$ cat src/hdl/color_temperature_gamma_ramp_unit_macros.svh
// ----------------------------------------------------------------------------
// Assertion macros for the color temperature gamma ramp unit
// Shared property wrappers; clk and rst_n are taken from the using module.
// ----------------------------------------------------------------------------
`ifndef COLOR_TEMPERATURE_GAMMA_RAMP_UNIT_MACROS_SVH
`define COLOR_TEMPERATURE_GAMMA_RAMP_UNIT_MACROS_SVH

// same-cycle implication
`define CTGR_ASSERT_NOW(label, ante, cons) \
    label: assert property (@(posedge clk) disable iff (!rst_n) (ante) |-> (cons)) \
        else $error("ctgr: same-cycle check failed");

// next-cycle implication
`define CTGR_ASSERT_NEXT(label, ante, cons) \
    label: assert property (@(posedge clk) disable iff (!rst_n) (ante) |=> (cons)) \
        else $error("ctgr: next-cycle check failed");

`endif

$ cat src/hdl/ctgr_pkg.sv
// ----------------------------------------------------------------------------
// ctgr_pkg
// Types, constants and the blackbody ROM of the color temperature ramp unit.
// ----------------------------------------------------------------------------
`default_nettype none

package ctgr_pkg;

    localparam int unsigned KELVIN_W   = 14;
    localparam int unsigned GAIN_W     = 13;
    localparam int unsigned INDEX_W    = 8;
    localparam int unsigned LEVEL_W    = 16;
    localparam int unsigned RAMP_W     = 16;
    localparam int unsigned ROM_IDX_W  = 7;
    localparam int unsigned REM_W      = 7;
    localparam int unsigned CHAN_W     = 17;   // Q1.16
    localparam int unsigned SUM_W      = 23;
    localparam int unsigned CG_W       = CHAN_W + GAIN_W;
    localparam int unsigned PROD_W     = RAMP_W + CG_W;
    localparam int unsigned DEC_W      = 27;
    localparam int unsigned ROM_LEN    = 91;
    localparam int unsigned NUM_CH     = 3;
    localparam int unsigned ADDR_W     = 3;
    localparam int unsigned DATA_W     = 32;

    localparam int unsigned CH_RED     = 2;
    localparam int unsigned CH_GREEN   = 1;
    localparam int unsigned CH_BLUE    = 0;

    localparam logic [KELVIN_W-1:0]  KELVIN_MIN   = 14'd1000;
    localparam logic [KELVIN_W-1:0]  KELVIN_MAX   = 14'd10000;
    localparam logic [KELVIN_W-1:0]  KELVIN_RESET = 14'd6500;
    localparam logic [REM_W-1:0]     KELVIN_STEP  = 7'd100;
    localparam logic [GAIN_W-1:0]    GAIN_MIN     = 13'd410;
    localparam logic [GAIN_W-1:0]    GAIN_ONE     = 13'd4096;
    localparam logic [ROM_IDX_W-1:0] ROM_LAST     = 7'd90;
    localparam logic [LEVEL_W-1:0]   LEVEL_MAX    = 16'hFFFF;
    localparam logic [CHAN_W-1:0]    CHAN_ONE     = 17'd65536;

    // d / 100 for d < 2^14: (d * 5243) >> 19
    localparam logic [12:0]          STEP_RECIP   = 13'd5243;
    localparam int unsigned          STEP_SHIFT   = 19;
    // s / 100 for s < 2^23: (s * ceil(2^30/100)) >> 30
    localparam logic [23:0]          SUM_RECIP    = 24'd10737419;
    localparam int unsigned          SUM_SHIFT    = 30;
    localparam int unsigned          LEVEL_SHIFT  = 28;

    // register addresses (byte)
    localparam logic [ADDR_W-1:0]    REG_KELVIN   = 3'd0;
    localparam logic [ADDR_W-1:0]    REG_GAIN     = 3'd4;

    localparam logic [DEC_W-1:0]     DEC_ONE      = 27'd100000000;
    localparam longint unsigned      DEC_SCALE    = 64'd100000000;
    localparam longint unsigned      DEC_HALF     = 64'd50000000;

    typedef struct packed {
        logic [KELVIN_W-1:0] kelvin;
        logic [GAIN_W-1:0]   gain;
    } cfg_t;

    typedef logic [NUM_CH-1:0][CHAN_W-1:0] chan_vec_t;

    typedef struct packed {
        logic [RAMP_W-1:0] ramp;
        logic [GAIN_W-1:0] gain;
        chan_vec_t         chan;
    } item_t;

    typedef logic [NUM_CH-1:0][DEC_W-1:0]  dec_row_t;
    typedef logic [ROM_LEN-1:0][NUM_CH-1:0][CHAN_W-1:0] rom_t;

    // blackbody table, 8 decimal digits, {red, green, blue}
    function automatic dec_row_t bb_dec_row(input int unsigned i);
        dec_row_t r;
        unique case (i)
            0:  r = {DEC_ONE, 27'd18172716, 27'd0};
            1:  r = {DEC_ONE, 27'd25503671, 27'd0};
            2:  r = {DEC_ONE, 27'd30942099, 27'd0};
            3:  r = {DEC_ONE, 27'd35357379, 27'd0};
            4:  r = {DEC_ONE, 27'd39091524, 27'd0};
            5:  r = {DEC_ONE, 27'd42322816, 27'd0};
            6:  r = {DEC_ONE, 27'd45159884, 27'd0};
            7:  r = {DEC_ONE, 27'd47675916, 27'd0};
            8:  r = {DEC_ONE, 27'd49923747, 27'd0};
            9:  r = {DEC_ONE, 27'd51943421, 27'd0};
            10: r = {DEC_ONE, 27'd54360078, 27'd8679949};
            11: r = {DEC_ONE, 27'd56618736, 27'd14065513};
            12: r = {DEC_ONE, 27'd58734976, 27'd18362641};
            13: r = {DEC_ONE, 27'd60724493, 27'd22137978};
            14: r = {DEC_ONE, 27'd62600248, 27'd25591950};
            15: r = {DEC_ONE, 27'd64373109, 27'd28819679};
            16: r = {DEC_ONE, 27'd66052319, 27'd31873863};
            17: r = {DEC_ONE, 27'd67645822, 27'd34786758};
            18: r = {DEC_ONE, 27'd69160518, 27'd37579588};
            19: r = {DEC_ONE, 27'd70602449, 27'd40267128};
            20: r = {DEC_ONE, 27'd71976951, 27'd42860152};
            21: r = {DEC_ONE, 27'd73288760, 27'd45366838};
            22: r = {DEC_ONE, 27'd74542112, 27'd47793608};
            23: r = {DEC_ONE, 27'd75740814, 27'd50145662};
            24: r = {DEC_ONE, 27'd76888303, 27'd52427322};
            25: r = {DEC_ONE, 27'd77987699, 27'd54642268};
            26: r = {DEC_ONE, 27'd79041843, 27'd56793692};
            27: r = {DEC_ONE, 27'd80053332, 27'd58884417};
            28: r = {DEC_ONE, 27'd81024551, 27'd60916971};
            29: r = {DEC_ONE, 27'd81957693, 27'd62893653};
            30: r = {DEC_ONE, 27'd82854786, 27'd64816570};
            31: r = {DEC_ONE, 27'd83717703, 27'd66687674};
            32: r = {DEC_ONE, 27'd84548188, 27'd68508786};
            33: r = {DEC_ONE, 27'd85347859, 27'd70281616};
            34: r = {DEC_ONE, 27'd86118227, 27'd72007777};
            35: r = {DEC_ONE, 27'd86860704, 27'd73688797};
            36: r = {DEC_ONE, 27'd87576611, 27'd75326132};
            37: r = {DEC_ONE, 27'd88267187, 27'd76921169};
            38: r = {DEC_ONE, 27'd88933596, 27'd78475236};
            39: r = {DEC_ONE, 27'd89576933, 27'd79989606};
            40: r = {DEC_ONE, 27'd90198230, 27'd81465502};
            41: r = {DEC_ONE, 27'd90963069, 27'd82838210};
            42: r = {DEC_ONE, 27'd91710889, 27'd84190889};
            43: r = {DEC_ONE, 27'd92441842, 27'd85523742};
            44: r = {DEC_ONE, 27'd93156127, 27'd86836903};
            45: r = {DEC_ONE, 27'd93853986, 27'd88130458};
            46: r = {DEC_ONE, 27'd94535695, 27'd89404470};
            47: r = {DEC_ONE, 27'd95201559, 27'd90658983};
            48: r = {DEC_ONE, 27'd95851906, 27'd91894041};
            49: r = {DEC_ONE, 27'd96487079, 27'd93109690};
            50: r = {DEC_ONE, 27'd97107439, 27'd94305985};
            51: r = {DEC_ONE, 27'd97713351, 27'd95482993};
            52: r = {DEC_ONE, 27'd98305189, 27'd96640795};
            53: r = {DEC_ONE, 27'd98883326, 27'd97779486};
            54: r = {DEC_ONE, 27'd99448139, 27'd98899179};
            55: r = {DEC_ONE, DEC_ONE, DEC_ONE};
            56: r = {27'd98947904, 27'd99348723, DEC_ONE};
            57: r = {27'd97940448, 27'd98722715, DEC_ONE};
            58: r = {27'd96975025, 27'd98120637, DEC_ONE};
            59: r = {27'd96049223, 27'd97541240, DEC_ONE};
            60: r = {27'd95160805, 27'd96983355, DEC_ONE};
            61: r = {27'd94303638, 27'd96443333, DEC_ONE};
            62: r = {27'd93480451, 27'd95923080, DEC_ONE};
            63: r = {27'd92689056, 27'd95421394, DEC_ONE};
            64: r = {27'd91927697, 27'd94937330, DEC_ONE};
            65: r = {27'd91194747, 27'd94470005, DEC_ONE};
            66: r = {27'd90488690, 27'd94018594, DEC_ONE};
            67: r = {27'd89808115, 27'd93582323, DEC_ONE};
            68: r = {27'd89151710, 27'd93160469, DEC_ONE};
            69: r = {27'd88518247, 27'd92752354, DEC_ONE};
            70: r = {27'd87906581, 27'd92357340, DEC_ONE};
            71: r = {27'd87315640, 27'd91974827, DEC_ONE};
            72: r = {27'd86744421, 27'd91604254, DEC_ONE};
            73: r = {27'd86191983, 27'd91245088, DEC_ONE};
            74: r = {27'd85657444, 27'd90896831, DEC_ONE};
            75: r = {27'd85139976, 27'd90559011, DEC_ONE};
            76: r = {27'd84638799, 27'd90231183, DEC_ONE};
            77: r = {27'd84153180, 27'd89912926, DEC_ONE};
            78: r = {27'd83682430, 27'd89603843, DEC_ONE};
            79: r = {27'd83225897, 27'd89303558, DEC_ONE};
            80: r = {27'd82782969, 27'd89011714, DEC_ONE};
            81: r = {27'd82353066, 27'd88727974, DEC_ONE};
            82: r = {27'd81935641, 27'd88452017, DEC_ONE};
            83: r = {27'd81530175, 27'd88183541, DEC_ONE};
            84: r = {27'd81136180, 27'd87922257, DEC_ONE};
            85: r = {27'd80753191, 27'd87667891, DEC_ONE};
            86: r = {27'd80380769, 27'd87420182, DEC_ONE};
            87: r = {27'd80018497, 27'd87178882, DEC_ONE};
            88: r = {27'd79665980, 27'd86943756, DEC_ONE};
            89: r = {27'd79322843, 27'd86714579, DEC_ONE};
            90: r = {27'd78988728, 27'd86491137, DEC_ONE};
            default: r = '0;
        endcase
        return r;
    endfunction

    // nearest Q1.16, ties up; evaluated at elaboration only
    function automatic logic [CHAN_W-1:0] q116(input logic [DEC_W-1:0] x);
        longint unsigned t;
        t = ((longint'(x) * 64'd65536) + DEC_HALF) / DEC_SCALE;
        return t[CHAN_W-1:0];
    endfunction

    function automatic rom_t build_rom();
        rom_t     rom;
        dec_row_t row;
        for (int unsigned i = 0; i < ROM_LEN; i++) begin
            row = bb_dec_row(i);
            for (int unsigned ch = 0; ch < NUM_CH; ch++) begin
                rom[i][ch] = q116(row[ch]);
            end
        end
        return rom;
    endfunction

    localparam rom_t BB_ROM = build_rom();

endpackage

`default_nettype wire

$ cat src/hdl/ctgr_scale.sv
// ----------------------------------------------------------------------------
// ctgr_scale
// Two-stage back end: channel times brightness, then ramp times that.
// ----------------------------------------------------------------------------
`default_nettype none

`include "color_temperature_gamma_ramp_unit_macros.svh"

module ctgr_scale
(
    input  wire logic                          clk,
    input  wire logic                          rst_n,
    input  wire logic                          item_valid,
    output logic                               item_ready,
    input  wire ctgr_pkg::item_t               item,
    output logic                               level_valid,
    input  wire logic                          level_ready,
    output logic [ctgr_pkg::LEVEL_W-1:0]       red_level,
    output logic [ctgr_pkg::LEVEL_W-1:0]       green_level,
    output logic [ctgr_pkg::LEVEL_W-1:0]       blue_level
);

    localparam int unsigned NCH = ctgr_pkg::NUM_CH;

    logic                                 s4_vld_reg, s4_vld_next;
    logic [ctgr_pkg::RAMP_W-1:0]          s4_ramp_reg;
    logic [NCH-1:0][ctgr_pkg::CG_W-1:0]   s4_cg_reg, s4_cg_next;
    logic                                 s5_vld_reg, s5_vld_next;
    logic [NCH-1:0][ctgr_pkg::LEVEL_W-1:0] s5_lvl_reg, s5_lvl_next;

    logic                                 en4, en5;
    logic [ctgr_pkg::PROD_W-1:0]          prod;
    logic [ctgr_pkg::PROD_W-ctgr_pkg::LEVEL_SHIFT-1:0] lvl_wide;

    assign en5        = !s5_vld_reg || level_ready;
    assign en4        = !s4_vld_reg || en5;
    assign item_ready = en4;

    assign s4_vld_next = en4 ? item_valid : s4_vld_reg;
    assign s5_vld_next = en5 ? s4_vld_reg : s5_vld_reg;

    always_comb
    begin
        for (int unsigned ch = 0; ch < NCH; ch++)
        begin
            s4_cg_next[ch] = ctgr_pkg::CG_W'(item.chan[ch]) * ctgr_pkg::CG_W'(item.gain);
        end
    end

    // floor(ramp * c * gain / 2^28), saturated
    always_comb
    begin
        prod     = '0;
        lvl_wide = '0;
        for (int unsigned ch = 0; ch < NCH; ch++)
        begin
            prod     = ctgr_pkg::PROD_W'(s4_ramp_reg) * ctgr_pkg::PROD_W'(s4_cg_reg[ch]);
            lvl_wide = prod[ctgr_pkg::PROD_W-1:ctgr_pkg::LEVEL_SHIFT];
            if (lvl_wide > ($bits(lvl_wide))'(ctgr_pkg::LEVEL_MAX))
            begin
                s5_lvl_next[ch] = ctgr_pkg::LEVEL_MAX;
            end
            else
            begin
                s5_lvl_next[ch] = lvl_wide[ctgr_pkg::LEVEL_W-1:0];
            end
        end
    end

    always_ff @(posedge clk or negedge rst_n)
    begin
        if (!rst_n)
        begin
            s4_vld_reg <= 1'b0;
            s5_vld_reg <= 1'b0;
        end
        else
        begin
            s4_vld_reg <= s4_vld_next;
            s5_vld_reg <= s5_vld_next;
        end
    end

    always_ff @(posedge clk)
    begin
        if (en4)
        begin
            s4_ramp_reg <= item.ramp;
            s4_cg_reg   <= s4_cg_next;
        end
        if (en5)
        begin
            s5_lvl_reg <= s5_lvl_next;
        end
    end

    assign level_valid = s5_vld_reg;
    assign red_level   = s5_lvl_reg[ctgr_pkg::CH_RED];
    assign green_level = s5_lvl_reg[ctgr_pkg::CH_GREEN];
    assign blue_level  = s5_lvl_reg[ctgr_pkg::CH_BLUE];

    // channel (<= 1.0) times gain (<= 1.0) stays at or below 2^28
    `CTGR_ASSERT_NOW(a_cg_bound, s4_vld_reg, s4_cg_reg[0] <= 30'h1000_0000 && s4_cg_reg[1] <= 30'h1000_0000 && s4_cg_reg[2] <= 30'h1000_0000)
    // ramp index zero gives black
    `CTGR_ASSERT_NEXT(a_zero_ramp, s4_vld_reg && en5 && s4_ramp_reg == '0, s5_lvl_reg == '0)
    // a beat waiting in the multiplier stage is kept across a stall
    `CTGR_ASSERT_NEXT(a_s4_hold, s4_vld_reg && !en5, s4_vld_reg && $stable(s4_cg_reg))

endmodule

`default_nettype wire

$ cat config.mk
export PLATFORM = sky130hd
export DESIGN_NAME = ctgr_scale
export DESIGN_NICKNAME = d
export VERILOG_FILES = /design/src/hdl/ctgr_pkg.sv /design/src/hdl/ctgr_scale.sv
export VERILOG_INCLUDE_DIRS = /design/src /design/src/hdl
export SDC_FILE = /design/constraint.sdc
export NUM_CORES = 2
export LEC_CHECK = 0
export BUFFER_PORTS_ARGS = -buffer_cell sky130_fd_sc_hd__buf_2
export CAP_MARGIN = 20
export CORE_ASPECT_RATIO = 1.75
export CORE_MARGIN = 2
export CORE_UTILIZATION = 65
export DETAILED_ROUTE_END_ITERATION = 10
export PLACE_DENSITY = 0.82
export SKIP_LAST_GASP = 1
export SLEW_MARGIN = 20
export SYNTH_ARGS = -nofsm -noshare
export SYNTH_HDL_FRONTEND = slang
export SYNTH_SLANG_ARGS = --single-unit
$ cat constraint.sdc
create_clock -name clk -period 17.35 [get_ports clk]
set_clock_uncertainty 0.2 [all_clocks]
set_input_delay 3.47 -clock clk [delete_from_list [all_inputs] [get_ports clk]]
set_output_delay 3.47 -clock clk [all_outputs]
set_load 0.03 [all_outputs]
==> flow_metrics.env <==
export IMPL_ys_flop_type="edfxtp_1"
export IMPL_drv_slew=0
export IMPL_die_h_um=432.5
export IMPL_fin_crit_sh_pct=53.58
export IMPL_holdPathStages=1
export IMPL_hold_class="reg2reg"
export IMPL_synth_seq_cells=156
export IMPL_finalSetupTns_ns=0
export IMPL_gp_congestion=0.9041
export IMPL_synth_most_common_cell="inv_1"
export IMPL_htreeDepth=4
export IMPL_clkSlewWorstSetupHoldPaths_ns=0.08
export IMPL_overflow=0
export IMPL_synthCells=7419
export IMPL_grt_use_total_pct=33.58
export IMPL_ant_nets=0
export IMPL_grt_pass1_wl_mm=283.3
export IMPL_avgSynthCellArea_sq_um=9.193
export IMPL_worstPathMaxFanout=51
export IMPL_slew_headroom_pct=31.98
export IMPL_status="completed"
export IMPL_rsz0062_at_grt="false"
export IMPL_fmax_mhz=107.6
export IMPL_pin_count=134
export IMPL_drc_errors=0
export IMPL_drtIter0Drc=3380
export IMPL_cts_hold_fix_buffers=0
export IMPL_routed_via_count=50550
export IMPL_slowest_delay_ns=0.56
export IMPL_synth_common_cells="1744 x inv_1, 1662 x fa_1, 1351 x nand2_1"
export IMPL_drt_wl_total_mm=170.2
export IMPL_grt_max_degree=73
export IMPL_post_cts_setup_buffers=0
export IMPL_cp_depth=22
export IMPL_wl_per_cell_um=19.78
export IMPL_dp_hpwl_mm=128.2
export IMPL_cts_path_max_buffers=2
export IMPL_rows=157
export IMPL_cts_resized=0
export IMPL_cts_root_buf="clkbuf_16"
export IMPL_arrival_ns=9.38
export IMPL_start_util_pct=65.39
export IMPL_cp_start_kind="input pin"
export IMPL_via_per_inst=5.874
export IMPL_worstMarginPinSlew_ns=1.020
export IMPL_area_growth_pct=2.814
export IMPL_cts_tree="yes"
export IMPL_synth_seq_area_share_pct=6.854
export IMPL_die_width_um=248.9
export IMPL_fin_crit_ns=9.297
export IMPL_dr_pass1_iters=9
export IMPL_critPathKind="in2reg"
export IMPL_synth_top_area_share_pct=48.78
export IMPL_hold_viol_final=0
export IMPL_critPathCaptureType="flop"
export IMPL_finalSetupViolations=0
export IMPL_utilization_pct=67.23
export IMPL_ys_async_sr_fraction_pct=1.282
export IMPL_nets=9552
export IMPL_port_buffers=133
export IMPL_clk_latency_ns=0.53
export IMPL_synth_area_top_cells="fa_1 49%, ha_1 10%, inv_1 9.6%"
export IMPL_yosysWarnings=0
export IMPL_setup_slack_ns=8.053
export IMPL_place_ws_ns=7.530
export IMPL_crit_chain="buf_2 -> buf_4 -> nand2_1 -> fa_1 -> inv_1 -> fa_1 -> fa_1 -> inv_1 -> fa_1 -> inv_1 -> fa_1 -> ha_1 -> a21o_1 -> a21oi_1 -> nor3b_1 -> a21bo_2 -> a31oi_1 -> o21bai_1 -> a311o_1 -> a31o_2 -> a21oi_1 -> xnor2_1"
export IMPL_cp_num_buf_inv=5
export IMPL_cap_viol_max_count=0
export IMPL_antenna_found_initial=5
export IMPL_critPathTopFamily="adder cells"
export IMPL_synth_fp_nets=9735
export IMPL_ys_types=80
export IMPL_cts_num_sinks=156
export IMPL_layout_drive_gt1_share_pct=3.325
export IMPL_largest_reg_flops=90
export IMPL_cts_inserted_buffers=17
export IMPL_rr_worst_depth=23
export IMPL_synth_edff_count=154
export IMPL_core_area_sq_mm=0.1043
export IMPL_grt_pass1_vias=57960
export IMPL_cp_common_cell="fa_1"
export IMPL_netlist_area_sq_mm=0.06820
export IMPL_crit_slowest_cell="fa_1"
export IMPL_fp_dieArea_sq_mm=0.1076
export IMPL_required_ns=17.43
export IMPL_yosys_area_top_type="fa_1"
[worst register-to-register path: stages (launching register included)]
cell and delay (ns):
edfxtp_1 0.35, buf_4 0.39, buf_4 0.75, nand2_1 0.23, fa_1 0.54, fa_1 0.58
fa_1 0.46, fa_1 0.55, inv_1 0.06, fa_1 0.50, inv_1 0.06, fa_1 0.48
inv_1 0.04, ha_1 0.33, nand2_1 0.07, a21oi_1 0.19, a31oi_1 0.17, a2111oi_2 0.82
o21ai_2 0.13, nand2_1 0.16, a31o_2 0.22, a2111o_1 0.16, o2111ai_2 0.41, nand2b_1 0.44
[worst paths after layout]
| kind | startpoint | endpoint | slack [ns] |
|---|---|---|---|
| setup reg to reg | s4_ramp_reg[1] | green_level[0] | 8.77 |
| max in group asynchronous | rst_n | s4_vld_reg | 14.36 |
| setup / recovery | item[52] | s4_cg_reg[88] | 8.05 |
| min in group asynchronous | rst_n | level_valid | 2.50 |
| hold reg to reg | s4_vld_reg | level_valid | 0.28 |
| hold / removal | s4_vld_reg | level_valid | 0.28 |
[per-stage QoR]
| step | area (sq um) | hold WS [ns] | instances |
|---|---|---|---|
| 2_1_floorplan | 68200 | 0.2351 | 7419 |
| 3_3_place_gp | 69470 | 0.2489 | 8568 |
| 3_5_place_dp | 69470 | 0.2567 | 8568 |
| 4_1_cts | 70110 | 0.2847 | 8600 |
| 5_1_grt | 70120 | 0.3059 | 8602 |
| 6_report | 70120 | 0.2838 | 8605 |
[logic make-up (layout without fill, tap and decap cells)]
logic type / after synthesis / in the layout / share of synthesized area, %
AO/OA/AOI/OAI: 374 / 374 / 3.702
multiplexers: 1 / 1 / 0.02017
adder cells (fa/ha/maj): 2232 / 2232 / 59.24
AND/OR/NAND/NOR: 2403 / 2403 / 16.83
other: 0 / 5 / 0
buffers and inverters: 2126 / 1956 / 11.72
XOR/XNOR: 127 / 127 / 1.631
flip-flops: 156 / 156 / 6.854
[area by class of cell]
class	count	area, sq um
Antenna cell	5	12.51
Clock buffer	18	429.2
Clock inverter	14	209.0
Fill cell	7837	34190
Inverter	1744	6546
Multi-Input combinational cell	5137	55540
Sequential cell	156	4674
Tap cell	1351	1690
Timing Repair Buffer	180	1018
[metal layers]
metal / GRT usage (%) / part of all wire, %
met5: 0 / 0.0065
met4: 22.07 / 7.0
met3: 4.779 / 7.8
met2: 60.54 / 52
met1: 36.99 / 33
[cells in the final DEF (no fill, tap or decap), types with 34 or more instances in the layout]
cell	Yosys	layout
a21o_1	61	61
a21oi_1	136	136
and2_1	825	825
buf_2	2	133
buf_4	1	47
edfxtp_1	154	154
fa_1	1662	1662
ha_1	570	570
inv_1	1744	1744
nand2_1	1351	1351
nand2b_1	47	46
nor2_1	61	61
xnor2_1	93	93
xor2_1	34	34
Power is not shown: default switching activity piles up to over one toggle a cycle in this logic, so the estimate is an artifact.
