File: src/hdl/color_temperature_gamma_ramp_unit_macros.svh
// ----------------------------------------------------------------------------
// Assertion macros for the color temperature gamma ramp unit
// Shared property wrappers; clk and rst_n are taken from the using module.
// ----------------------------------------------------------------------------
`ifndef COLOR_TEMPERATURE_GAMMA_RAMP_UNIT_MACROS_SVH
`define COLOR_TEMPERATURE_GAMMA_RAMP_UNIT_MACROS_SVH

// same-cycle implication
`define CTGR_ASSERT_NOW(label, ante, cons) \
    label: assert property (@(posedge clk) disable iff (!rst_n) (ante) |-> (cons)) \
        else $error("ctgr: same-cycle check failed");

// next-cycle implication
`define CTGR_ASSERT_NEXT(label, ante, cons) \
    label: assert property (@(posedge clk) disable iff (!rst_n) (ante) |=> (cons)) \
        else $error("ctgr: next-cycle check failed");

`endif

File: src/hdl/ctgr_pkg.sv
// ----------------------------------------------------------------------------
// ctgr_pkg
// Types, constants and the blackbody ROM of the color temperature ramp unit.
// ----------------------------------------------------------------------------
`default_nettype none

package ctgr_pkg;

    localparam int unsigned KELVIN_W   = 14;
    localparam int unsigned GAIN_W     = 13;
    localparam int unsigned INDEX_W    = 8;
    localparam int unsigned LEVEL_W    = 16;
    localparam int unsigned RAMP_W     = 16;
    localparam int unsigned ROM_IDX_W  = 7;
    localparam int unsigned REM_W      = 7;
    localparam int unsigned CHAN_W     = 17;   // Q1.16
    localparam int unsigned SUM_W      = 23;
    localparam int unsigned CG_W       = CHAN_W + GAIN_W;
    localparam int unsigned PROD_W     = RAMP_W + CG_W;
    localparam int unsigned DEC_W      = 27;
    localparam int unsigned ROM_LEN    = 91;
    localparam int unsigned NUM_CH     = 3;
    localparam int unsigned ADDR_W     = 3;
    localparam int unsigned DATA_W     = 32;

    localparam int unsigned CH_RED     = 2;
    localparam int unsigned CH_GREEN   = 1;
    localparam int unsigned CH_BLUE    = 0;

    localparam logic [KELVIN_W-1:0]  KELVIN_MIN   = 14'd1000;
    localparam logic [KELVIN_W-1:0]  KELVIN_MAX   = 14'd10000;
    localparam logic [KELVIN_W-1:0]  KELVIN_RESET = 14'd6500;
    localparam logic [REM_W-1:0]     KELVIN_STEP  = 7'd100;
    localparam logic [GAIN_W-1:0]    GAIN_MIN     = 13'd410;
    localparam logic [GAIN_W-1:0]    GAIN_ONE     = 13'd4096;
    localparam logic [ROM_IDX_W-1:0] ROM_LAST     = 7'd90;
    localparam logic [LEVEL_W-1:0]   LEVEL_MAX    = 16'hFFFF;
    localparam logic [CHAN_W-1:0]    CHAN_ONE     = 17'd65536;

    // d / 100 for d < 2^14: (d * 5243) >> 19
    localparam logic [12:0]          STEP_RECIP   = 13'd5243;
    localparam int unsigned          STEP_SHIFT   = 19;
    // s / 100 for s < 2^23: (s * ceil(2^30/100)) >> 30
    localparam logic [23:0]          SUM_RECIP    = 24'd10737419;
    localparam int unsigned          SUM_SHIFT    = 30;
    localparam int unsigned          LEVEL_SHIFT  = 28;

    // register addresses (byte)
    localparam logic [ADDR_W-1:0]    REG_KELVIN   = 3'd0;
    localparam logic [ADDR_W-1:0]    REG_GAIN     = 3'd4;

    localparam logic [DEC_W-1:0]     DEC_ONE      = 27'd100000000;
    localparam longint unsigned      DEC_SCALE    = 64'd100000000;
    localparam longint unsigned      DEC_HALF     = 64'd50000000;

    typedef struct packed {
        logic [KELVIN_W-1:0] kelvin;
        logic [GAIN_W-1:0]   gain;
    } cfg_t;

    typedef logic [NUM_CH-1:0][CHAN_W-1:0] chan_vec_t;

    typedef struct packed {
        logic [RAMP_W-1:0] ramp;
        logic [GAIN_W-1:0] gain;
        chan_vec_t         chan;
    } item_t;

    typedef logic [NUM_CH-1:0][DEC_W-1:0]  dec_row_t;
    typedef logic [ROM_LEN-1:0][NUM_CH-1:0][CHAN_W-1:0] rom_t;

    // blackbody table, 8 decimal digits, {red, green, blue}
    function automatic dec_row_t bb_dec_row(input int unsigned i);
        dec_row_t r;
        unique case (i)
            0:  r = {DEC_ONE, 27'd18172716, 27'd0};
            1:  r = {DEC_ONE, 27'd25503671, 27'd0};
            2:  r = {DEC_ONE, 27'd30942099, 27'd0};
            3:  r = {DEC_ONE, 27'd35357379, 27'd0};
            4:  r = {DEC_ONE, 27'd39091524, 27'd0};
            5:  r = {DEC_ONE, 27'd42322816, 27'd0};
            6:  r = {DEC_ONE, 27'd45159884, 27'd0};
            7:  r = {DEC_ONE, 27'd47675916, 27'd0};
            8:  r = {DEC_ONE, 27'd49923747, 27'd0};
            9:  r = {DEC_ONE, 27'd51943421, 27'd0};
            10: r = {DEC_ONE, 27'd54360078, 27'd8679949};
            11: r = {DEC_ONE, 27'd56618736, 27'd14065513};
            12: r = {DEC_ONE, 27'd58734976, 27'd18362641};
            13: r = {DEC_ONE, 27'd60724493, 27'd22137978};
            14: r = {DEC_ONE, 27'd62600248, 27'd25591950};
            15: r = {DEC_ONE, 27'd64373109, 27'd28819679};
            16: r = {DEC_ONE, 27'd66052319, 27'd31873863};
            17: r = {DEC_ONE, 27'd67645822, 27'd34786758};
            18: r = {DEC_ONE, 27'd69160518, 27'd37579588};
            19: r = {DEC_ONE, 27'd70602449, 27'd40267128};
            20: r = {DEC_ONE, 27'd71976951, 27'd42860152};
            21: r = {DEC_ONE, 27'd73288760, 27'd45366838};
            22: r = {DEC_ONE, 27'd74542112, 27'd47793608};
            23: r = {DEC_ONE, 27'd75740814, 27'd50145662};
            24: r = {DEC_ONE, 27'd76888303, 27'd52427322};
            25: r = {DEC_ONE, 27'd77987699, 27'd54642268};
            26: r = {DEC_ONE, 27'd79041843, 27'd56793692};
            27: r = {DEC_ONE, 27'd80053332, 27'd58884417};
            28: r = {DEC_ONE, 27'd81024551, 27'd60916971};
            29: r = {DEC_ONE, 27'd81957693, 27'd62893653};
            30: r = {DEC_ONE, 27'd82854786, 27'd64816570};
            31: r = {DEC_ONE, 27'd83717703, 27'd66687674};
            32: r = {DEC_ONE, 27'd84548188, 27'd68508786};
            33: r = {DEC_ONE, 27'd85347859, 27'd70281616};
            34: r = {DEC_ONE, 27'd86118227, 27'd72007777};
            35: r = {DEC_ONE, 27'd86860704, 27'd73688797};
            36: r = {DEC_ONE, 27'd87576611, 27'd75326132};
            37: r = {DEC_ONE, 27'd88267187, 27'd76921169};
            38: r = {DEC_ONE, 27'd88933596, 27'd78475236};
            39: r = {DEC_ONE, 27'd89576933, 27'd79989606};
            40: r = {DEC_ONE, 27'd90198230, 27'd81465502};
            41: r = {DEC_ONE, 27'd90963069, 27'd82838210};
            42: r = {DEC_ONE, 27'd91710889, 27'd84190889};
            43: r = {DEC_ONE, 27'd92441842, 27'd85523742};
            44: r = {DEC_ONE, 27'd93156127, 27'd86836903};
            45: r = {DEC_ONE, 27'd93853986, 27'd88130458};
            46: r = {DEC_ONE, 27'd94535695, 27'd89404470};
            47: r = {DEC_ONE, 27'd95201559, 27'd90658983};
            48: r = {DEC_ONE, 27'd95851906, 27'd91894041};
            49: r = {DEC_ONE, 27'd96487079, 27'd93109690};
            50: r = {DEC_ONE, 27'd97107439, 27'd94305985};
            51: r = {DEC_ONE, 27'd97713351, 27'd95482993};
            52: r = {DEC_ONE, 27'd98305189, 27'd96640795};
            53: r = {DEC_ONE, 27'd98883326, 27'd97779486};
            54: r = {DEC_ONE, 27'd99448139, 27'd98899179};
            55: r = {DEC_ONE, DEC_ONE, DEC_ONE};
            56: r = {27'd98947904, 27'd99348723, DEC_ONE};
            57: r = {27'd97940448, 27'd98722715, DEC_ONE};
            58: r = {27'd96975025, 27'd98120637, DEC_ONE};
            59: r = {27'd96049223, 27'd97541240, DEC_ONE};
            60: r = {27'd95160805, 27'd96983355, DEC_ONE};
            61: r = {27'd94303638, 27'd96443333, DEC_ONE};
            62: r = {27'd93480451, 27'd95923080, DEC_ONE};
            63: r = {27'd92689056, 27'd95421394, DEC_ONE};
            64: r = {27'd91927697, 27'd94937330, DEC_ONE};
            65: r = {27'd91194747, 27'd94470005, DEC_ONE};
            66: r = {27'd90488690, 27'd94018594, DEC_ONE};
            67: r = {27'd89808115, 27'd93582323, DEC_ONE};
            68: r = {27'd89151710, 27'd93160469, DEC_ONE};
            69: r = {27'd88518247, 27'd92752354, DEC_ONE};
            70: r = {27'd87906581, 27'd92357340, DEC_ONE};
            71: r = {27'd87315640, 27'd91974827, DEC_ONE};
            72: r = {27'd86744421, 27'd91604254, DEC_ONE};
            73: r = {27'd86191983, 27'd91245088, DEC_ONE};
            74: r = {27'd85657444, 27'd90896831, DEC_ONE};
            75: r = {27'd85139976, 27'd90559011, DEC_ONE};
            76: r = {27'd84638799, 27'd90231183, DEC_ONE};
            77: r = {27'd84153180, 27'd89912926, DEC_ONE};
            78: r = {27'd83682430, 27'd89603843, DEC_ONE};
            79: r = {27'd83225897, 27'd89303558, DEC_ONE};
            80: r = {27'd82782969, 27'd89011714, DEC_ONE};
            81: r = {27'd82353066, 27'd88727974, DEC_ONE};
            82: r = {27'd81935641, 27'd88452017, DEC_ONE};
            83: r = {27'd81530175, 27'd88183541, DEC_ONE};
            84: r = {27'd81136180, 27'd87922257, DEC_ONE};
            85: r = {27'd80753191, 27'd87667891, DEC_ONE};
            86: r = {27'd80380769, 27'd87420182, DEC_ONE};
            87: r = {27'd80018497, 27'd87178882, DEC_ONE};
            88: r = {27'd79665980, 27'd86943756, DEC_ONE};
            89: r = {27'd79322843, 27'd86714579, DEC_ONE};
            90: r = {27'd78988728, 27'd86491137, DEC_ONE};
            default: r = '0;
        endcase
        return r;
    endfunction

    // nearest Q1.16, ties up; evaluated at elaboration only
    function automatic logic [CHAN_W-1:0] q116(input logic [DEC_W-1:0] x);
        longint unsigned t;
        t = ((longint'(x) * 64'd65536) + DEC_HALF) / DEC_SCALE;
        return t[CHAN_W-1:0];
    endfunction

    function automatic rom_t build_rom();
        rom_t     rom;
        dec_row_t row;
        for (int unsigned i = 0; i < ROM_LEN; i++) begin
            row = bb_dec_row(i);
            for (int unsigned ch = 0; ch < NUM_CH; ch++) begin
                rom[i][ch] = q116(row[ch]);
            end
        end
        return rom;
    endfunction

    localparam rom_t BB_ROM = build_rom();

endpackage

`default_nettype wire

File: src/hdl/ctgr_regs.sv
// ----------------------------------------------------------------------------
// ctgr_regs
// APB-style register file: temperature and brightness settings.
// ----------------------------------------------------------------------------
`default_nettype none

module ctgr_regs
(
    input  wire logic                          clk,
    input  wire logic                          rst_n,
    input  wire logic                          psel,
    input  wire logic                          penable,
    input  wire logic                          pwrite,
    input  wire logic [ctgr_pkg::ADDR_W-1:0]   paddr,
    input  wire logic [ctgr_pkg::DATA_W-1:0]   pwdata,
    output logic      [ctgr_pkg::DATA_W-1:0]   prdata,
    output logic                               pready,
    output ctgr_pkg::cfg_t                     cfg
);

    logic [ctgr_pkg::KELVIN_W-1:0] kelvin_reg, kelvin_next;
    logic [ctgr_pkg::GAIN_W-1:0]   gain_reg, gain_next;
    logic                          wr_en;
    logic                          sel_gain;

    assign pready   = 1'b1;
    assign wr_en    = psel && penable && pwrite;
    // decode on the word address bit, byte offset ignored
    assign sel_gain = paddr[2] == ctgr_pkg::REG_GAIN[2];

    always_comb
    begin
        kelvin_next = kelvin_reg;
        gain_next   = gain_reg;
        if (wr_en)
        begin
            if (sel_gain)
            begin
                gain_next = pwdata[ctgr_pkg::GAIN_W-1:0];
            end
            else
            begin
                kelvin_next = pwdata[ctgr_pkg::KELVIN_W-1:0];
            end
        end
    end

    always_ff @(posedge clk or negedge rst_n)
    begin
        if (!rst_n)
        begin
            kelvin_reg <= ctgr_pkg::KELVIN_RESET;
            gain_reg   <= ctgr_pkg::GAIN_ONE;
        end
        else
        begin
            kelvin_reg <= kelvin_next;
            gain_reg   <= gain_next;
        end
    end

    always_comb
    begin
        if (sel_gain)
        begin
            prdata = ctgr_pkg::DATA_W'(gain_reg);
        end
        else
        begin
            prdata = ctgr_pkg::DATA_W'(kelvin_reg);
        end
    end

    assign cfg.kelvin = kelvin_reg;
    assign cfg.gain   = gain_reg;

endmodule

`default_nettype wire

File: config.mk
export PLATFORM = sky130hd
export DESIGN_NAME = ctgr_regs
export DESIGN_NICKNAME = d
export VERILOG_FILES = /design/src/hdl/color_temperature_gamma_ramp_unit_macros.svh /design/src/hdl/ctgr_pkg.sv /design/src/hdl/ctgr_regs.sv
export SDC_FILE = /design/constraint.sdc
export NUM_CORES = 1
export LEC_CHECK = 0
export BUFFER_PORTS_ARGS = -buffer_cell sky130_fd_sc_hd__buf_2
export CAP_MARGIN = 20
export CELL_PAD_IN_SITES_DETAIL_PLACEMENT = 2
export CELL_PAD_IN_SITES_GLOBAL_PLACEMENT = 2
export CORE_ASPECT_RATIO = 1.2
export CORE_MARGIN = 8
export CORE_UTILIZATION = 25
export CTS_BUF_LIST = sky130_fd_sc_hd__clkbuf_16
export CTS_CLUSTER_SIZE = 40
export DETAILED_ROUTE_END_ITERATION = 8
export PLACE_DENSITY = 0.84
export SLEW_MARGIN = 20
export SYNTH_ARGS = -nofsm -noshare
export SYNTH_HDL_FRONTEND = slang
export SYNTH_SLANG_ARGS = --single-unit
File: constraint.sdc
create_clock -name clk -period 3.2 [get_ports clk]
set_clock_uncertainty 0.05 [all_clocks]
set_input_delay 0.64 -clock clk [delete_from_list [all_inputs] [get_ports clk]]
set_output_delay 0.64 -clock clk [all_outputs]
set_load 0.005 [all_outputs]
==> results of run 1 <==
-- power groups by stage --
stage	logic (mW)	clock network [mW]	registers [mW]
global placement	0.308	0	0.489
finish	0.309	0.282	0.487
detailed placement	0.318	0	0.495
global route	0.341	0.306	0.498
floorplan	0.164	0	0.491
CTS	0.320	0.297	0.489
-- final cells by class --
class,count,area (µm²),area share (%)
timing repair buffer,60,300,17.2
multi-input combinational,62,602,34.5
clock inverter,1,3.75,0.215
sequential,27,684,39.2
clock buffer,3,75.1,4.30
tap,64,80.1,4.59
-- critical path: cells and delay by family --
family / cells / cell delay, ns
buffers and inverters: 2 / 0.49
muxes: 1 / 0.38
-- cells in the final DEF, fill, tap and decap left out --
cell type	netlist	routed
nand4b_4	1	1
nor2b_1	1	1
buf_2	1	60
clkbuf_16	0	3
inv_1	0	1
dfstp_2	7	7
mux2_2	30	30
mux2_4	10	10
nand4_2	1	1
dfrtp_1	20	20
conb_1	2	19
-- cells by family after synthesis --
kind of cell | share of synthesized area, %
mux | 34.9
buf+inv | 12.7
simple gates | 3.04
other cells | 0.536
flops | 48.9
-- path summary, 6_finish.rpt --
| kind | startpoint | to | depth (start not counted) |
|---|---|---|---|
| min in group clk | gain_reg[10]$_DFFE_PN0P_ | gain_reg[10]$_DFFE_PN0P_ | 1 |
| worst min-delay path | rst_n | gain_reg[2]$_DFFE_PN0P_ | 1 |
| worst min register to register | gain_reg[10]$_DFFE_PN0P_ | gain_reg[10]$_DFFE_PN0P_ | 1 |
| worst max-delay path | paddr[2] | prdata[6] | 3 |
| max in group asynchronous | rst_n | kelvin_reg[1]$_DFFE_PN0P_ | 1 |
| worst max register to register | kelvin_reg[4]$_DFFE_PN0P_ | kelvin_reg[4]$_DFFE_PN0P_ | 1 |
-- routing by layer --
layer,vias up,GRT usage [%],wire length (µm)
met5,-,0,0
met4,0,1.60,14
met3,2,3.66,276
met2,34,16.2,2040
met1,466,9.25,1400
li1,407,-,-
==> run summary, run 1 <==
drt pass-1 iters: 3
Post-synth EDFFs: 0
post-CTS sizing: 0
Setup Fix Bufs, Post-CTS: 0
CTS tree: done
CP peak stage delay: 0.38 ns
routed len/inst: 17.2 µm
row count: 30
area leader, netlist: dfrtp_1
Clock transition at path regs: 0.07 ns
run status: finished clean
# fillers: 626
clock share of power: 26.1%
r2r setup slk: 2.36 ns
Internal Power: 0.788 mW
WL final: 3.74 mm
HPWL after DPL: 2.85 mm
Die Y: 98.0 µm
Slew Viols, Final: 0
register area share after synthesis: 48.9%
Num CTS Buffers: 3
Yosys reg bits: 27
Flop pwr share: 45.2%
fin area: 0.00175 mm²
Sink Count: 27
Psw: 0.289 mW
dominant synthesized flop cell: dfrtp_1
slew margin rel.: 57.5%
die width: 84.3 µm
CTS Buffer Depth: 2
Post-Syn Area: 0.00140 mm²
antenna cell count: 0
Top cell by count, worst path: buf_2
Layout Area Growth over Synthesis: 24.7%
unrepaired setup endpoints after global routing: false
Congestion Overflow GR: 0
share of layout cells above drive strength 1: 73.2%
largest net degree at the start of global routing: 28
worst path arrival time: 1.52 ns
synth warn: 0
final hold violation count: 0
Critical Path Start Type: input port
Worst Tran Pin Value: 0.638 ns
hold crit path type: input port to asynchronous set/reset pin
vias per cell: 4.19
max reg flops: 14
critical-path cell list: buf_2 -> mux2_2 -> buf_2
PnR Total Power: 1.08 mW
Max-Cap Viols: 0
smallest hold slack: 0.347 ns
critical path class: input port to output port
asr flop ratio synth: 100%
count leader, synth: mux2_2
Avg Cell Area, Syn: 14.7 µm²
worst-skew pair later-pin latency: 0.26 ns
Core Footprint: 0.00552 mm²
Crit. End Element: output port
Yosys top cell area share: 35.7%
largest cells by area after synthesis: dfrtp_1 36%, mux2_2 24%, dfstp_2 13%
Area after DPL: 0.00167 mm²
Post-Layout Cell Count: 217
clk root buf: clkbuf_16
die area: 0.00826 mm²
PD cells: 617 mW/mm²
DRC Markers: 0
peak supply drop: 185 µV
Comb pwr share: 28.7%
Placer Congestion: 0.641
final setup vio count: 0
Starting Density: 25.4%
vias in the first global route: 1053
Post-synth top cells: 30 x mux2_2, 20 x buf_4, 20 x dfrtp_1
worst-path maximum fanout: 16
switch share: 26.9%
Port Buffers: 60
H-tree depth: 1
final net count: 194
Total GRT Usage: 8.88%
post-route ant nets: 0
Util after Layout: 31.6%
CP max-delay cell: mux2_2
synth unique cells: 11
setup tns final: 0 ns
vias: 909
cells after synthesis: 95
Leak: 0.911 nW
initial antenna violation count: 0
Max Freq: 0.453 GHz
Initial DRC Count: 6
io pins: 100
critical path data required time: 2.51 ns
Inst Count DP: 213
global-route wire length before repair: 5.86 mm
hold-fix buffers at CTS: 0
Tcrit/Tclk final: 68.9%
Placement Setup Slack: 0.940 ns
worst setup margin: 0.995 ns
Final min period: 2.21 ns
Power figures use the tool's default switching activity.
==> run 2: changes to the inputs <==
--- a/config.mk
+++ b/config.mk
@@ -11,11 +11,11 @@
 export CELL_PAD_IN_SITES_GLOBAL_PLACEMENT = 2
 export CORE_ASPECT_RATIO = 1.2
 export CORE_MARGIN = 8
-export CORE_UTILIZATION = 25
+export CORE_UTILIZATION = 21
 export CTS_BUF_LIST = sky130_fd_sc_hd__clkbuf_16
 export CTS_CLUSTER_SIZE = 40
 export DETAILED_ROUTE_END_ITERATION = 8
-export PLACE_DENSITY = 0.84
+export PLACE_DENSITY = 0.75
 export SLEW_MARGIN = 20
 export SYNTH_ARGS = -nofsm -noshare
 export SYNTH_HDL_FRONTEND = slang
==> constraint.sdc (replaced) <==
create_clock -name clk -period 1.9 [get_ports clk]
set_clock_uncertainty 0.05 [all_clocks]
set_input_delay 0.38 -clock clk [delete_from_list [all_inputs] [get_ports clk]]
set_output_delay 0.38 -clock clk [all_outputs]
set_load 0.005 [all_outputs]
==> run 2 against run 1 <==
  * Sequential power rose by 68%
  * Critical path depth rose by 1
  * Cell area rose by 2.7%
  * Power rose by 68%
  * Clock power rose by 66%
  * Non-clock buffer count rose by 1
  * Critical path type unchanged
  * Critical endpoint is now prdata[2]
==> run summary, run 2 (synthesized netlist as in run 1, its figures left out) <==
final net count: 195 (was 194)
Setup Fix Bufs, Post-CTS: 0 (unchanged)
die area: 0.00955 mm² (was 0.00826 mm²)
hold-fix buffers at CTS: 0 (unchanged)
post-route ant nets: 0 (unchanged)
Sink Count: 27 (unchanged)
max reg flops: 14 (unchanged)
H-tree depth: 1 (unchanged)
unrepaired setup endpoints after global routing: false (unchanged)
CTS tree: done (unchanged)
critical path data required time: 1.47 ns (was 2.51 ns)
WL final: 3.81 mm (was 3.74 mm)
hold crit path type: input port to asynchronous set/reset pin (unchanged)
initial antenna violation count: 0 (unchanged)
share of layout cells above drive strength 1: 73.4% (was 73.2%)
Die Y: 105 µm (was 98.0 µm)
Congestion Overflow GR: 0 (unchanged)
worst-skew pair later-pin latency: 0.26 ns (about the same)
Layout Area Growth over Synthesis: 28.0% (was 24.7%)
post-CTS sizing: 0 (unchanged)
worst path arrival time: 1.27 ns (was 1.52 ns)
Final min period: 1.70 ns
vias per cell: 3.85 (was 4.19)
vias: 920 (was 909)
most common cell after layout, fill and taps aside: buf_2 (unchanged)
Tcrit/Tclk final: 89.3%
Max-Cap Viols: 0 (unchanged)
peak supply drop: 323 µV (was 185 µV)
clk root buf: clkbuf_16 (unchanged)
final setup vio count: 0 (unchanged)
Clock transition at path regs: 0.07 ns (about the same)
row count: 32 (was 30)
commonest cells after routing, fill and taps aside: 60 x buf_2, 30 x mux2_2, 20 x dfrtp_1 (unchanged)
Placer Congestion: 0.599 (was 0.641)
Buf+Inv Stages, Crit Path: 3 (was 2)
Leak: 0.921 nW (was 0.911 nW)
critical path class: input port to output port (unchanged)
Num CTS Buffers: 3 (unchanged)
antenna cell count: 0 (unchanged)
Worst Tran Pin Value: 0.624 ns (was 0.638 ns)
Total GRT Usage: 8.06% (was 8.88%)
Slew Viols, Final: 0 (unchanged)
critical-path cell list: buf_2 -> buf_12 -> mux2_2 -> buf_2 (was buf_2 -> mux2_2 -> buf_2)
io pins: 100 (unchanged)
Crit. End Element: output port (unchanged)
# fillers: 722 (was 626)
CP max-delay cell: mux2_2 (unchanged)
Placement Setup Slack: 0.0781 ns (was 0.940 ns)
family with the most delay on the worst path: buffers and inverters (unchanged)
die width: 90.5 µm (was 84.3 µm)
slew margin rel.: 58.4% (was 57.5%)
largest net degree at the start of global routing: 28 (unchanged)
setup tns final: 0 ns (unchanged)
vias in the first global route: 1177 (was 1053)
Core Footprint: 0.00645 mm² (was 0.00552 mm²)
routed len/inst: 15.9 µm (was 17.2 µm)
Top cell by count, worst path: buf_2 (unchanged)
HPWL after DPL: 2.97 mm (was 2.85 mm)
worst-path maximum fanout: 9 (was 16)
Initial DRC Count: 12 (was 6)
CTS Buffer Depth: 2 (unchanged)
DRC Markers: 0 (unchanged)
Port Buffers: 60 (unchanged)
Critical Path Start Type: input port (unchanged)
worst setup margin: 0.202 ns (was 0.995 ns)
run status: finished clean (unchanged)
global-route wire length before repair: 6.23 mm (was 5.86 mm)
Max Freq: 0.589 GHz
PD cells: 1010 mW/mm² (was 617 mW/mm²)
drt pass-1 iters: 2 (was 3)
Starting Density: 21.7% (was 25.4%)
CP peak stage delay: 0.32 ns (was 0.38 ns)
final hold violation count: 0 (unchanged)
run 2: cell type report:
type	count	area, µm²	area share [%]
Sequential cell	27	684	38.2
Multi-Input combinational cell	62	602	33.6
Timing Repair Buffer	61	320	17.9
Tap cell	85	106	5.94
Clock buffer	3	75.1	4.19
Clock inverter	1	3.75	0.209
run 2: metal layers:
metal	global-route usage, %	share of wire [%]	vias to the layer above
met1	8.38	37	473
met5	0	0	-
met4	1.43	0	0
met2	15.1	56	43
met3	2.98	7.0	0
li1	-	-	404
run 2: report_power, final:
part	leakage, nW	internal (mW)	total [mW]	switching [mW]
sequential	0.314	0.727	0.818	0.0911
clock	0.0423	0.281	0.467	0.186
combinational	0.565	0.322	0.527	0.205
total	0.921	1.33	1.81	0.482
run 2: worst paths after layout:
check / slack [ns] / start / depth (start not counted) / endpoint
hold / removal: 0.08 / rst_n / 1 / kelvin_reg[0]$_DFFE_PN0P_
hold reg to reg: 0.47 / gain_reg[3]$_DFFE_PN0P_ / 1 / gain_reg[3]$_DFFE_PN0P_
max in group asynchronous: 1.31 / rst_n / 1 / gain_reg[5]$_DFFE_PN0P_
setup reg to reg: 1.06 / gain_reg[7]$_DFFE_PN0P_ / 1 / gain_reg[7]$_DFFE_PN0P_
min in group clk: 0.31 / pwdata[13] / 2 / kelvin_reg[13]$_DFFE_PN0P_
setup / recovery: 0.20 / paddr[2] / 4 / prdata[2]
run 2: stage by stage:
step	util, %	total power [mW]	area (µm²)	hold WS, ns	std cells
5_1_grt	27.8	1.95	1790	0.145	239
6_report	27.8	1.81	1790	0.0831	239
4_1_cts	27.8	1.87	1790	0.112	239
3_5_place_dp	26.6	1.37	1710	0.395	235
3_3_place_gp	26.6	1.35	1710	0.383	235
2_1_floorplan	-	1.10	1460	0.0344	112
==> run 3: changes to the inputs <==
--- a/config.mk
+++ b/config.mk
@@ -11,11 +11,12 @@
 export CELL_PAD_IN_SITES_GLOBAL_PLACEMENT = 2
 export CORE_ASPECT_RATIO = 1.2
 export CORE_MARGIN = 8
-export CORE_UTILIZATION = 21
+export CORE_UTILIZATION = 25
 export CTS_BUF_LIST = sky130_fd_sc_hd__clkbuf_16
+export CTS_CLUSTER_DIAMETER = 50
 export CTS_CLUSTER_SIZE = 40
 export DETAILED_ROUTE_END_ITERATION = 8
-export PLACE_DENSITY = 0.75
+export PLACE_DENSITY = 0.84
 export SLEW_MARGIN = 20
 export SYNTH_ARGS = -nofsm -noshare
 export SYNTH_HDL_FRONTEND = slang
==> constraint.sdc (replaced) <==
create_clock -name clk -period 2.2 [get_ports clk]
set_clock_uncertainty 0.05 [all_clocks]
set_input_delay 0.44 -clock clk [delete_from_list [all_inputs] [get_ports clk]]
set_output_delay 0.44 -clock clk [all_outputs]
set_load 0.005 [all_outputs]
==> run 3 against run 2 <==
  * Non-clock buffer count unchanged
  * Cell area down 2.0%
  * Die area shrank 13%
  * Worst setup slack improved by 0.20 ns
  * Utilization up 4.0 points
  * Highest routed layer is now met4
  * Routed wire length decreased by 1.0%
  * First-iteration DRC count is 17% higher
  * Clock power fell by 13%
==> run summary, run 3 (synthesized netlist as in run 1, its figures left out) <==
run status: finished clean (unchanged)
crit path to: prdata[2] (unchanged)
Setup Fix Bufs, Post-CTS: 0 (unchanged)
Clock transition at path regs: 0.06 ns (was 0.07 ns)
final hold violation count: 0 (unchanged)
Util after Layout: 31.8% (was 27.8%)
hold crit path type: input port to asynchronous set/reset pin (unchanged)
HPWL after DPL: 2.94 mm (was 2.97 mm)
share of layout cells above drive strength 1: 73.4% (unchanged)
Layout Area Growth over Synthesis: 25.4% (was 28.0%)
H-tree depth: 1 (unchanged)
Congestion Overflow GR: 0 (unchanged)
CTS Buffer Depth: 2 (unchanged)
critical path data required time: 1.71 ns (was 1.47 ns)
Die Y: 98.0 µm (was 105 µm)
worst-path maximum fanout: 16 (was 9)
Leak: 0.916 nW (was 0.921 nW)
drt pass-1 iters: 3 (was 2)
row count: 30 (was 32)
io pins: 100 (unchanged)
PnR Total Power: 1.56 mW (was 1.81 mW)
worst r2r src: kelvin_reg[4]$_DFFE_PN0P_ (was gain_reg[7]$_DFFE_PN0P_)
# fillers: 641 (was 722)
peak supply drop: 259 µV (was 323 µV)
CTS tree: done (unchanged)
critical-path cell list: buf_2 -> mux2_2 -> buf_2 (was buf_2 -> buf_12 -> mux2_2 -> buf_2)
global-route wire length before repair: 6.03 mm (was 6.23 mm)
smallest hold slack: 0.159 ns (was 0.0831 ns)
die width: 84.3 µm (was 90.5 µm)
critical path class: input port to output port (unchanged)
initial antenna violation count: 0 (unchanged)
vias: 913 (was 920)
PD cells: 890 mW/mm² (was 1010 mW/mm²)
DRC Markers: 0 (unchanged)
Reg2Reg Depth: 1 (unchanged)
worst path arrival time: 1.31 ns (was 1.27 ns)
CP peak stage delay: 0.39 ns (was 0.32 ns)
hold-fix buffers at CTS: 0 (unchanged)
final setup vio count: 0 (unchanged)
Critical Path Start Type: input port (unchanged)
family with the most delay on the worst path: buffers and inverters (unchanged)
Starting Density: 25.4% (was 21.7%)
slew margin rel.: 56.0% (was 58.4%)
clk root buf: clkbuf_16 (unchanged)
Crit. End Element: output port (unchanged)
Placer Congestion: 0.633 (was 0.599)
final net count: 195 (unchanged)
Stages on worst setup path: 3 (was 4)
Total GRT Usage: 9.09% (was 8.06%)
Core Footprint: 0.00552 mm² (was 0.00645 mm²)
worst r2r dst: kelvin_reg[4]$_DFFE_PN0P_ (was gain_reg[7]$_DFFE_PN0P_)
post-route ant nets: 0 (unchanged)
setup tns final: 0 ns (unchanged)
largest net degree at the start of global routing: 28 (unchanged)
vias per cell: 4.17 (was 3.85)
Port Buffers: 60 (unchanged)
Tcrit/Tclk final: 81.9%
Max Freq: 0.555 GHz
most common cell after layout, fill and taps aside: buf_2 (unchanged)
Top cell by count, worst path: buf_2 (unchanged)
WL final: 3.77 mm (was 3.81 mm)
worst-skew pair later-pin latency: 0.26 ns (about the same)
r2r setup slk: 1.37 ns (was 1.06 ns)
post-CTS sizing: 0 (unchanged)
Initial DRC Count: 14 (was 12)
die area: 0.00826 mm² (was 0.00955 mm²)
Max-Cap Viols: 0 (unchanged)
routed len/inst: 17.2 µm (was 15.9 µm)
unrepaired setup endpoints after global routing: false (unchanged)
max reg flops: 14 (unchanged)
commonest cells after routing, fill and taps aside: 60 x buf_2, 30 x mux2_2, 20 x dfrtp_1 (unchanged)
worst setup path startpoint: paddr[2] (unchanged)
vias in the first global route: 1091 (was 1177)
Slew Viols, Final: 0 (unchanged)
Buf+Inv Stages, Crit Path: 2 (was 3)
Sink Count: 27 (unchanged)
Worst Tran Pin Value: 0.659 ns (was 0.624 ns)
Num CTS Buffers: 3 (unchanged)
Final min period: 1.80 ns
CP max-delay cell: mux2_2 (unchanged)
==> run 3: changes by cell type in the layout (fill, tap and decap cells not counted), sizes merged <==
cell,previous run,this run
diode,0,1
==> run 3: metal layers <==
layer / up-vias / track usage (%) / wire, µm
met5: - / 0 / 0
met4: 0 / 2.00 / 12
met3: 2 / 3.16 / 251
met2: 32 / 16.7 / 2090
met1: 469 / 9.56 / 1420
li1: 410 / - / -
==> run 3: stage by stage <==
step / instances / area, µm² / worst slack, ns
finish: 219 / 1760 / 0.398
global route: 218 / 1750 / 0.321
CTS: 218 / 1750 / 0.359
detailed placement: 214 / 1670 / 0.359
global placement: 214 / 1670 / 0.373
floorplan: 112 / 1460 / 0.619
==> run 3: layout make-up <==
| class | count | area (µm²) | share of cell area, % |
|---|---|---|---|
| clock inverters | 1 | 3.75 | 0.214 |
| clock buffers | 3 | 75.1 | 4.28 |
| well taps | 64 | 80.1 | 4.56 |
| multi-input cells | 62 | 602 | 34.3 |
| repair buffers | 61 | 308 | 17.5 |
| diodes | 1 | 2.50 | 0.143 |
| flip-flops and latches | 27 | 684 | 39.0 |
==> run 3: worst min-delay path by stage <==
stage,endpoint,depth (start not counted),start
floorplan,gain_reg[0]$_DFFE_PN0P_,0,rst_n
global route,gain_reg[11]$_DFFE_PN0P_,1,rst_n
finish,gain_reg[11]$_DFFE_PN0P_,1,rst_n
CTS,gain_reg[11]$_DFFE_PN0P_,1,rst_n
global placement,gain_reg[11]$_DFFE_PN0P_,1,rst_n
detailed placement,gain_reg[11]$_DFFE_PN0P_,1,rst_n
==> run 3: report_power, final <==
part	switching (mW)	internal, mW
logic	0.176	0.275
registers	0.0774	0.628
clock network	0.162	0.243
total	0.416	1.15
